`src/hw/rtl/bod_pkg.sv`:
```
// ----------------------------------------------------------------------------
// bod_pkg
// Shared types, register indexes and dither matrices for the ordered dither
// pixel block.
// ----------------------------------------------------------------------------
package bod_pkg;

   // luminance weights, 16 fraction bits
   localparam logic [15:0] COEF_RED   = 16'd13938;
   localparam logic [15:0] COEF_GREEN = 16'd46869;
   localparam logic [15:0] COEF_BLUE  = 16'd4730;

   // field widths
   localparam int unsigned COORD_W = 12;
   localparam int unsigned CHAN_W  = 8;
   localparam int unsigned PROD_W  = 24;   // coefficient times channel
   localparam int unsigned LUM_W   = 24;   // sum of three products
   localparam int unsigned FACT_W  = 7;    // n + entry, at most 127
   localparam int unsigned RHS_W   = 30;   // threshold << 16 times n
   localparam int unsigned LHS_W   = 31;   // luminance times (n + entry)

   // configuration port
   localparam int unsigned CSR_IDX_W = 2;

   typedef enum logic [CSR_IDX_W-1:0] {
      CSR_MATRIX_SELECT   = 2'd0,
      CSR_WHITE_THRESHOLD = 2'd1
   } csr_index_type;

   typedef enum logic [1:0] {
      MAT_2X2 = 2'd0,
      MAT_4X4 = 2'd1,
      MAT_8X8 = 2'd2
   } matrix_type;

   // output levels
   localparam logic [CHAN_W-1:0] GRAY_WHITE = 8'd255;
   localparam logic [CHAN_W-1:0] GRAY_BLACK = 8'd0;

   // item payloads
   typedef struct packed {
      logic [COORD_W-1:0] column;
      logic [COORD_W-1:0] row;
      logic [CHAN_W-1:0]  red;
      logic [CHAN_W-1:0]  green;
      logic [CHAN_W-1:0]  blue;
      logic [CHAN_W-1:0]  alpha_in;
   } req_type;

   typedef struct packed {
      logic [CHAN_W-1:0] gray_level;
      logic [CHAN_W-1:0] alpha_out;
   } rsp_type;

   // bayer matrices, indexed [row][column]
   localparam logic [1:0] BAYER2 [2][2] = '{
      '{2'd0, 2'd3},
      '{2'd2, 2'd1}
   };

   localparam logic [3:0] BAYER4 [4][4] = '{
      '{4'd0,  4'd8,  4'd2,  4'd10},
      '{4'd12, 4'd4,  4'd14, 4'd6},
      '{4'd3,  4'd11, 4'd1,  4'd9},
      '{4'd15, 4'd7,  4'd13, 4'd5}
   };

   localparam logic [5:0] BAYER8 [8][8] = '{
      '{6'd0,  6'd32, 6'd8,  6'd40, 6'd2,  6'd34, 6'd10, 6'd42},
      '{6'd48, 6'd16, 6'd56, 6'd24, 6'd50, 6'd18, 6'd58, 6'd26},
      '{6'd12, 6'd44, 6'd4,  6'd36, 6'd14, 6'd46, 6'd6,  6'd38},
      '{6'd60, 6'd28, 6'd52, 6'd20, 6'd62, 6'd30, 6'd54, 6'd22},
      '{6'd3,  6'd35, 6'd11, 6'd43, 6'd1,  6'd33, 6'd9,  6'd41},
      '{6'd51, 6'd19, 6'd59, 6'd27, 6'd49, 6'd17, 6'd57, 6'd25},
      '{6'd15, 6'd47, 6'd7,  6'd39, 6'd13, 6'd45, 6'd5,  6'd37},
      '{6'd63, 6'd31, 6'd55, 6'd23, 6'd61, 6'd29, 6'd53, 6'd21}
   };

endpackage

```
`src/hw/rtl/bayer_ordered_dither_pixel.sv`:
```
// ----------------------------------------------------------------------------
// bayer_ordered_dither_pixel
// Ordered dither of one pixel to black or white using a 2x2, 4x4 or 8x8
// bayer matrix on its fixed point luminance; alpha passes through.
// ----------------------------------------------------------------------------
//
//   channel  dir  handshake          payload
//   req_     in   req_valid/stall    bod_pkg::req_type (coordinates, rgba)
//   rsp_     out  rsp_valid/stall    bod_pkg::rsp_type (gray, alpha)
//   csr_     in   csr_valid/ready    csr_index, csr_wdata
//
// Four register stages: channel products, luminance sum, dither scaling,
// compare into the output register. One item per clock while no rsp_stall
// holds the pipe; an item moves through the product, luminance, scaling and
// output registers in that order, and rsp_valid rises as it reaches the last.
// Reset clears the stage valid bits and loads matrix_select = 8x8,
// white_threshold = 128. Under rsp_stall the output register holds and empty
// stages behind it keep filling; req_stall rises only when every stage holds an item.
//
module bayer_ordered_dither_pixel (
   input  logic                              clock,
   input  logic                              reset,

   input  logic                              req_valid,
   output logic                              req_stall,
   input  bod_pkg::req_type                  req_data,

   output logic                              rsp_valid,
   input  logic                              rsp_stall,
   output bod_pkg::rsp_type                  rsp_data,

   input  logic                              csr_valid,
   output logic                              csr_ready,
   input  logic [bod_pkg::CSR_IDX_W-1:0]     csr_index,
   input  logic [bod_pkg::CHAN_W-1:0]        csr_wdata
);

   // configuration registers
   logic [1:0]                    matrix_select_ff;
   logic [bod_pkg::CHAN_W-1:0]    white_threshold_ff;

   // stage valids
   logic v1_ff, v2_ff, v3_ff, v4_ff;
   logic v1_in, v2_in, v3_in, v4_in;
   logic adv1, adv2, adv3, adv4;

   // stage 1: products, dither factor, threshold
   logic [bod_pkg::PROD_W-1:0]  prod_r_ff, prod_g_ff, prod_b_ff;
   logic [bod_pkg::PROD_W-1:0]  prod_r_in, prod_g_in, prod_b_in;
   logic [bod_pkg::FACT_W-1:0]  fact1_ff, fact1_in;
   logic [bod_pkg::RHS_W-1:0]   rhs1_ff, rhs1_in;
   logic [bod_pkg::CHAN_W-1:0]  alpha1_ff;

   // stage 2: luminance
   logic [bod_pkg::LUM_W-1:0]   lum_ff, lum_in;
   logic [bod_pkg::FACT_W-1:0]  fact2_ff;
   logic [bod_pkg::RHS_W-1:0]   rhs2_ff;
   logic [bod_pkg::CHAN_W-1:0]  alpha2_ff;

   // stage 3: scaled luminance
   logic [bod_pkg::LHS_W-1:0]   lhs_ff, lhs_in;
   logic [bod_pkg::RHS_W-1:0]   rhs3_ff;
   logic [bod_pkg::CHAN_W-1:0]  alpha3_ff;

   // stage 4: output register
   bod_pkg::rsp_type            rsp_ff, rsp_in;

   // config writes, always accepted
   assign csr_ready = 1'b1;

   always_ff @(posedge clock) begin
      if (reset) begin
         matrix_select_ff   <= bod_pkg::MAT_8X8;
         white_threshold_ff <= 8'd128;
      end else if (csr_valid) begin
         unique case (csr_index)
            bod_pkg::CSR_MATRIX_SELECT:   matrix_select_ff   <= csr_wdata[1:0];
            bod_pkg::CSR_WHITE_THRESHOLD: white_threshold_ff <= csr_wdata;
            default: ;
         endcase
      end
   end

   // pipeline advance, from the output back
   assign adv4 = !v4_ff || !rsp_stall;
   assign adv3 = !v3_ff || adv4;
   assign adv2 = !v2_ff || adv3;
   assign adv1 = !v1_ff || adv2;

   assign v1_in = adv1 ? req_valid : v1_ff;
   assign v2_in = adv2 ? v1_ff : v2_ff;
   assign v3_in = adv3 ? v2_ff : v3_ff;
   assign v4_in = adv4 ? v3_ff : v4_ff;

   always_ff @(posedge clock) begin
      if (reset) begin
         v1_ff <= 1'b0;
         v2_ff <= 1'b0;
         v3_ff <= 1'b0;
         v4_ff <= 1'b0;
      end else begin
         v1_ff <= v1_in;
         v2_ff <= v2_in;
         v3_ff <= v3_in;
         v4_ff <= v4_in;
      end
   end

   // stage 1 logic: weighted channels, matrix entry and threshold
   assign prod_r_in = bod_pkg::PROD_W'(bod_pkg::COEF_RED)
                      * bod_pkg::PROD_W'(req_data.red);
   assign prod_g_in = bod_pkg::PROD_W'(bod_pkg::COEF_GREEN)
                      * bod_pkg::PROD_W'(req_data.green);
   assign prod_b_in = bod_pkg::PROD_W'(bod_pkg::COEF_BLUE)
                      * bod_pkg::PROD_W'(req_data.blue);

   always_comb begin
      unique case (matrix_select_ff)
         bod_pkg::MAT_2X2: begin
            fact1_in = 7'd4 + 7'(bod_pkg::BAYER2[req_data.row[0]][req_data.column[0]]);
            rhs1_in  = 30'({white_threshold_ff, 18'd0});
         end
         bod_pkg::MAT_4X4: begin
            fact1_in = 7'd16
                       + 7'(bod_pkg::BAYER4[req_data.row[1:0]][req_data.column[1:0]]);
            rhs1_in  = 30'({white_threshold_ff, 20'd0});
         end
         default: begin
            // 8x8, also for the unused select code
            fact1_in = 7'd64
                       + 7'(bod_pkg::BAYER8[req_data.row[2:0]][req_data.column[2:0]]);
            rhs1_in  = {white_threshold_ff, 22'd0};
         end
      endcase
   end

   // stage 2 logic: luminance sum
   assign lum_in = bod_pkg::LUM_W'(prod_r_ff + prod_g_ff + prod_b_ff);

   // stage 3 logic: scale by n + entry
   assign lhs_in = bod_pkg::LHS_W'(lum_ff) * bod_pkg::LHS_W'(fact2_ff);

   // stage 4 logic: threshold compare
   always_comb begin
      rsp_in.gray_level = (lhs_ff >= bod_pkg::LHS_W'(rhs3_ff)) ? bod_pkg::GRAY_WHITE
                                                               : bod_pkg::GRAY_BLACK;
      rsp_in.alpha_out  = alpha3_ff;
   end

   // payload registers
   always_ff @(posedge clock) begin
      if (adv1) begin
         prod_r_ff <= prod_r_in;
         prod_g_ff <= prod_g_in;
         prod_b_ff <= prod_b_in;
         fact1_ff  <= fact1_in;
         rhs1_ff   <= rhs1_in;
         alpha1_ff <= req_data.alpha_in;
      end
      if (adv2) begin
         lum_ff    <= lum_in;
         fact2_ff  <= fact1_ff;
         rhs2_ff   <= rhs1_ff;
         alpha2_ff <= alpha1_ff;
      end
      if (adv3) begin
         lhs_ff    <= lhs_in;
         rhs3_ff   <= rhs2_ff;
         alpha3_ff <= alpha2_ff;
      end
      if (adv4) begin
         rsp_ff    <= rsp_in;
      end
   end

   // ports
   assign req_stall = !adv1;
   assign rsp_valid = v4_ff;
   assign rsp_data  = rsp_ff;

endmodule
```
`config.mk`:
```
export PLATFORM = sky130hd
export DESIGN_NAME = bayer_ordered_dither_pixel
export DESIGN_NICKNAME = d
export VERILOG_FILES = /design/src/hw/rtl/bod_pkg.sv /design/src/hw/rtl/bayer_ordered_dither_pixel.sv
export SDC_FILE = /design/constraint.sdc
export NUM_CORES = 1
export LEC_CHECK = 0
export ABC_AREA = 0
export CORE_MARGIN = 4
export CORE_UTILIZATION = 40
export DETAILED_ROUTE_END_ITERATION = 8
export DONT_BUFFER_PORTS = 1
export PLACE_DENSITY = 0.56
export SLEW_MARGIN = 20
export SYNTH_ARGS = -nofsm -noshare
export SYNTH_HDL_FRONTEND = slang
export SYNTH_SLANG_ARGS = --single-unit
```
`constraint.sdc`:
```
create_clock -name clock -period 7.8 [get_ports clock]
set_input_delay 1.56 -clock clock [delete_from_list [all_inputs] [get_ports clock]]
set_output_delay 1.56 -clock clock [all_outputs]
set_load 0.03 [all_outputs]
```
### Word-level counts from Yosys, hierarchy flattened

Memories as Yosys holds them, arrays and structs flattened.
Cells that the tools add are included.

* register bits: 278
* bits in read-only memories: 384
* word-level logic and storage cells: 80
* memories: 1

Memory list
* (no name shown): depth 8, width 48, rd ports 1, clocked after Yosys merged registers in 0, wr ports 0, RTL line bayer_ordered_dither_pixel.sv:131 `+ 7'(bod_pkg::BAYER8[req_data.row[2:0]][req_data.column[2:0]]);`

* add/sub/neg operators: 5
* $mul: 4
* $lt $le $gt $ge: 7
* equal/unequal tests: 2
* multiplexer cells: 20
* bitwise operators: 6
* reduce and logical (&&, ||, !) cells: 14

Operators with widths (count)
* 48-bit 2-to-1 mux: 2
* 30-bit one-hot mux with 2 select lines: 1
* 16-bit binary-select mux with 2-bit select: 1
* 16-bit 2-to-1 mux: 2
* 31-bit by 30-bit greater-or-equal comparator with 1-bit output: 1
* 24-bit by 7-bit multiplier with 31-bit output: 1
* 22-bit by 24-bit adder with 24-bit output: 1
* 24-bit by 21-bit adder with 24-bit output: 1
* 16-bit by 8-bit multiplier with 24-bit output (first input constant): 1
* 13-bit by 8-bit multiplier with 21-bit output (first input constant): 1
* 12-bit by 8-bit multiplier with 20-bit output (first input constant): 1
* 4-bit 2-to-1 mux: 5
* 6-bit binary-select mux with 3-bit select: 1
* 7-bit one-hot mux with 2 select lines: 1
* 6-bit 2-to-1 mux: 2
* 4-bit binary-select mux with 2-bit select: 1
* 4-bit greater-or-equal comparator (second input constant): 2
* 8-bit 2-to-1 mux: 1
* 3-bit inverter with 4-bit output: 2
* 7-bit by 6-bit adder with 7-bit output (first input constant): 1
* 5-bit by 4-bit adder with 6-bit output (first input constant): 1
* 3-bit greater-or-equal comparator (second input constant): 2
* 1-bit zero test: 6
* 2-bit 2-to-1 mux: 3
* 8 further kinds: 17

### Logic depth before layout (Yosys ltp)

* depth after elaboration: 9
* mapped depth: 18
* gate-level depth less buffers: 17

### Least setup slack after synthesis

Ideal clock, no wire load.

* kind: input-to-output
* start: input rsp_stall
* end: output req_stall
* arrival: 4965 ps
* required time: 6240 ps
* path slack: 1275 ps
* stages: 3
* path buffers: 0
* cell sequence: and3_1 > nand3_1 > inv_1

* cells in the longest elaborated chain, start to end: 6

Ends and longest elaborated chain
* from (decl): RTL line bayer_ordered_dither_pixel.sv:29 `input logic rsp_stall,`
* 1-bit zero test: RTL line bayer_ordered_dither_pixel.sv:85 `assign adv4 = !v4_ff || !rsp_stall;`
* 1-bit logical OR: RTL line bayer_ordered_dither_pixel.sv:85
* 1-bit logical OR: RTL line bayer_ordered_dither_pixel.sv:86 `assign adv3 = !v3_ff || adv4;`
* 1-bit logical OR: RTL line bayer_ordered_dither_pixel.sv:87 `assign adv2 = !v2_ff || adv3;`
* 1-bit logical OR: RTL line bayer_ordered_dither_pixel.sv:88 `assign adv1 = !v1_ff || adv2;`
* 1-bit zero test: RTL line bayer_ordered_dither_pixel.sv:177 `assign req_stall = !adv1;`
* to (decl): RTL line bayer_ordered_dither_pixel.sv:25 `output logic req_stall,`

Every way passes these cells.

### Worst setup path after layout

* start: register fact2_ff[3] (netlist name)
* end: register lhs_ff[28] (netlist name) (data pin)

* cells in the longest elaborated chain, start to end: 1

Ends and longest elaborated chain
* from (decl): RTL line bayer_ordered_dither_pixel.sv:56 `logic [bod_pkg::FACT_W-1:0] fact2_ff;`
* from (signal assigned): RTL line bayer_ordered_dither_pixel.sv:162 `fact2_ff <= fact1_ff;`
* 24-bit by 7-bit multiplier with 31-bit output: RTL line bayer_ordered_dither_pixel.sv:141 `assign lhs_in = bod_pkg::LHS_W'(lum_ff) * bod_pkg::LHS_W'(fact2_ff);`
* net lhs_in (one bit): RTL line bayer_ordered_dither_pixel.sv:61 `logic [bod_pkg::LHS_W-1:0] lhs_ff, lhs_in;`
* to (signal assigned): RTL line bayer_ordered_dither_pixel.sv:167 `lhs_ff <= lhs_in;`
* to (decl): RTL line bayer_ordered_dither_pixel.sv:61

The timed path passes the listed nets, and every way through them passes these cells.
A chain may end at the register's enable or synchronous reset.

==> results_dict.tcl <==
set metrics [dict create \
    area_growth_pct 7.66 \
    wl_mm 37.6 \
    grt_pass1_vias 12960 \
    grt_max_degree 71 \
    synth-main-ff-cell "edfxtp_1" \
    initial_core_util 0.404 \
    hold_viol_final 0 \
    end_kind "register" \
    cts_setup_buffers 0 \
    required_ns 8.07 \
    io_buffers 0 \
    tritoncts "yes" \
    place_hpwl_mm 30.8 \
    grt_pass1_wl_mm 64.6 \
    cts_root_buf "clkbuf_16" \
    status "completed" \
    seq_area_frac_synth 0.324 \
    clkLatencyLatePin_ns 0.52 \
    antenna_found_initial 0 \
    vias_per_cell 4.89 \
    critPathMaxFanout 24 \
    fin_ws_ns 2.15 \
    cts_max_level 1 \
    drc_errors 0 \
    cp-start-kind "register" \
    slowest_delay_ns 0.92 \
    critPathMostFrequentCell "fa_1" \
    ys_top_cells_by_area "edfxtp_1 (31%), fa_1 (21%), ha_1 (16%)" \
    routedWlPerCell_um 15.4 \
    pre_cts_ws_ns 2.14 \
    rsz0062_at_grt "no" \
    grt_overflow 0 \
    cts_resized 0 \
    clkSinkCount 217 \
    fill_cells 4566 \
    synth_area_leader_cell "edfxtp_1" \
    period_minus_slack_ns 5.65 \
    fin_crit_sh 0.724 \
    critical_path_arrival_ns 5.91 \
    synth_edf_count 203 \
    drv_cap 0 \
    cp_slowest_cell "edfxtp_1" \
    setup_viol 0 \
    max-clock-path-buffers 3 \
    fmax_mhz 177 \
    drive_above_1_share 0.0320 \
    grt_usage 0.146 \
    async_flop_share 0 \
    syn_area_um2 19700 \
    first_pass_iters 4 \
    finish.utilization 0.435 \
    syn_avg_cell_area_um2 11.1 \
    fp-row-count 81 \
    cts.clk_slew.worst_paths_ns 0.06 \
    nets 2288 \
    crit_chain "and2_1, fa_1, fa_1, fa_1, inv_1, fa_1, inv_1, ha_1, and4_1, or3_1, o22ai_2, o21ai_1, a2111oi_0, o21bai_1, xor2_1" \
    fp.coreArea_um2 48700 \
    synthDistinctLibCells 68 \
    fin_tns_setup_ns 0 \
    worstSetupPathType "reg -> reg" \
    placedCellCount 2404 \
    relSlewSlack 0.409 \
    slew_viol_final 0 \
    dieArea_um2 52800 \
    yosys_warnings 0 \
    synthCells 1773 \
    fin_cells 2447 \
    synth_commonest_cells "inv_1 (278), ha_1 (246), fa_1 (205), edfxtp_1 (203), and2_1 (127)" \
    die_w_um 230 \
    place_congestion 0.818 \
    max_slew.worst_pin.slew_ns 0.889 \
    syn_nets 2295 \
    vias 11968 \
    dieHeight_um 230 \
    clock_skew_ns 0.0113 \
    io-pin-count 90 \
    drt_iter0_drc 397 \
    diodes 0 \
    drt.antenna.violating_nets 0 \
    min_path_type "reg -> reg" \
    cts_buffers 24 \
    ys_seq_elements 217 \
    synth_most_common_cell "inv_1" \
    synth_top_area_frac 0.310 \
    ctsHoldBuffers 0 \
]
## stage by stage
step           hold WS (ns)  instance area, um2
2_1_floorplan         0.400               19700
3_3_place_gp          0.401               20400
3_5_place_dp          0.405               20400
4_1_cts               0.418               21200
5_1_grt               0.419               21200
6_report              0.417               21200
## cell usage in the layout (no fill, tap or decap), types with 6 or more instances in the layout
| master | synthesis | layout |
|---|---|---|
| and3_1 | 8 | 8 |
| mux2i_1 | 18 | 18 |
| o211ai_1 | 11 | 11 |
| o21a_1 | 16 | 16 |
| ha_1 | 246 | 246 |
| nand4_1 | 8 | 8 |
| nor3b_1 | 7 | 7 |
| a21oi_1 | 69 | 69 |
| nand2b_1 | 7 | 7 |
| o21ai_0 | 41 | 41 |
| fa_1 | 205 | 205 |
| a21o_1 | 35 | 35 |
| a211oi_1 | 18 | 18 |
| a31oi_1 | 7 | 7 |
| edfxtp_1 | 203 | 203 |
| o21ai_1 | 15 | 15 |
| inv_1 | 278 | 277 |
| xor2_1 | 29 | 29 |
| nor2_1 | 66 | 66 |
| nor3_1 | 21 | 21 |
| nand3_1 | 13 | 12 |
| clkbuf_16 | 0 | 24 |
| or2_2 | 6 | 6 |
| o21bai_1 | 11 | 11 |
| nor4_1 | 6 | 6 |
| or3_1 | 8 | 8 |
| dfxtp_1 | 14 | 14 |
| and2_1 | 127 | 127 |
| nor2b_1 | 17 | 17 |
| nand2_1 | 102 | 101 |
| xnor2_1 | 55 | 55 |
| clkbuf_1 | 27 | 6 |
## flip-flops by register name (all words and copies together), names as in the netlist, 8 cells and up
signal and flops:
lhs_ff 31, lum_ff 24, prod_g_ff 24, prod_r_ff 21
prod_b_ff 20, rhs1_ff 12, rhs2_ff 12, rhs3_ff 12
rsp_data 9, alpha1_ff 8, alpha2_ff 8, alpha3_ff 8
white_threshold_ff 8
## final timing paths
check | start | end | slack (ns) | cells after the start
worst max-delay path | fact2_ff[3]$_DFFE_PP_ | lhs_ff[28]$_DFFE_PP_ | 2.15 | 15
worst min-delay path | rhs1_ff[27]$_DFFE_PN_ | rhs2_ff[27]$_DFFE_PP_ | 0.42 | 0
worst max register to register | fact2_ff[3]$_DFFE_PP_ | lhs_ff[28]$_DFFE_PP_ | 2.15 | 15
worst min register to register | rhs1_ff[27]$_DFFE_PN_ | rhs2_ff[27]$_DFFE_PP_ | 0.42 | 0
## kinds of logic after synthesis
| group | after synthesis | share of synthesized area |
|---|---|---|
| adders and majority gates | 451 | 0.365 |
| muxes | 18 | 0.00916 |
| DFF | 217 | 0.324 |
| buffers and inverters | 314 | 0.0614 |
| AOI/OAI and AO/OA | 273 | 0.0918 |
| and+or+nand+nor | 415 | 0.111 |
| xor gates and xnor gates | 84 | 0.0374 |
| other | 1 | 0.000191 |
## critical path, delay by kind of cell, from the launching register on
| kind | cells | cell delay, ns |
|---|---|---|
| adder cells (fa/ha/maj) | 5 | 2.39 |
| AO/OA/AOI/OAI | 4 | 0.95 |
| buffers and inverters | 2 | 0.09 |
| flip-flops | 1 | 0.92 |
| AND/OR/NAND/NOR | 3 | 0.84 |
| XOR/XNOR | 1 | 0.17 |
## layer usage
layer | vias to the layer above | track usage | part of all wire
li1 | 5997 | - | -
met1 | 5824 | 0.190 | 0.45
met2 | 109 | 0.265 | 0.51
met3 | 38 | 0.0182 | 0.027
met4 | 0 | 0.0274 | 0.016
met5 | - | 0 | 0
## final cells by class
type / instances / area, um2 / share of cell area
clock buffer: 30 / 623 / 0.0294
inverter: 278 / 1040 / 0.0493
timing repair buffer: 3 / 35.0 / 0.00165
sequential: 217 / 6380 / 0.301
tap: 664 / 831 / 0.0392
clock inverter: 13 / 163 / 0.00768
multi-input combinational: 1242 / 12100 / 0.572
Power is left out: the tool's default activity adds up to more than one toggle a clock period on the data nets, which glitch-free logic cannot reach.
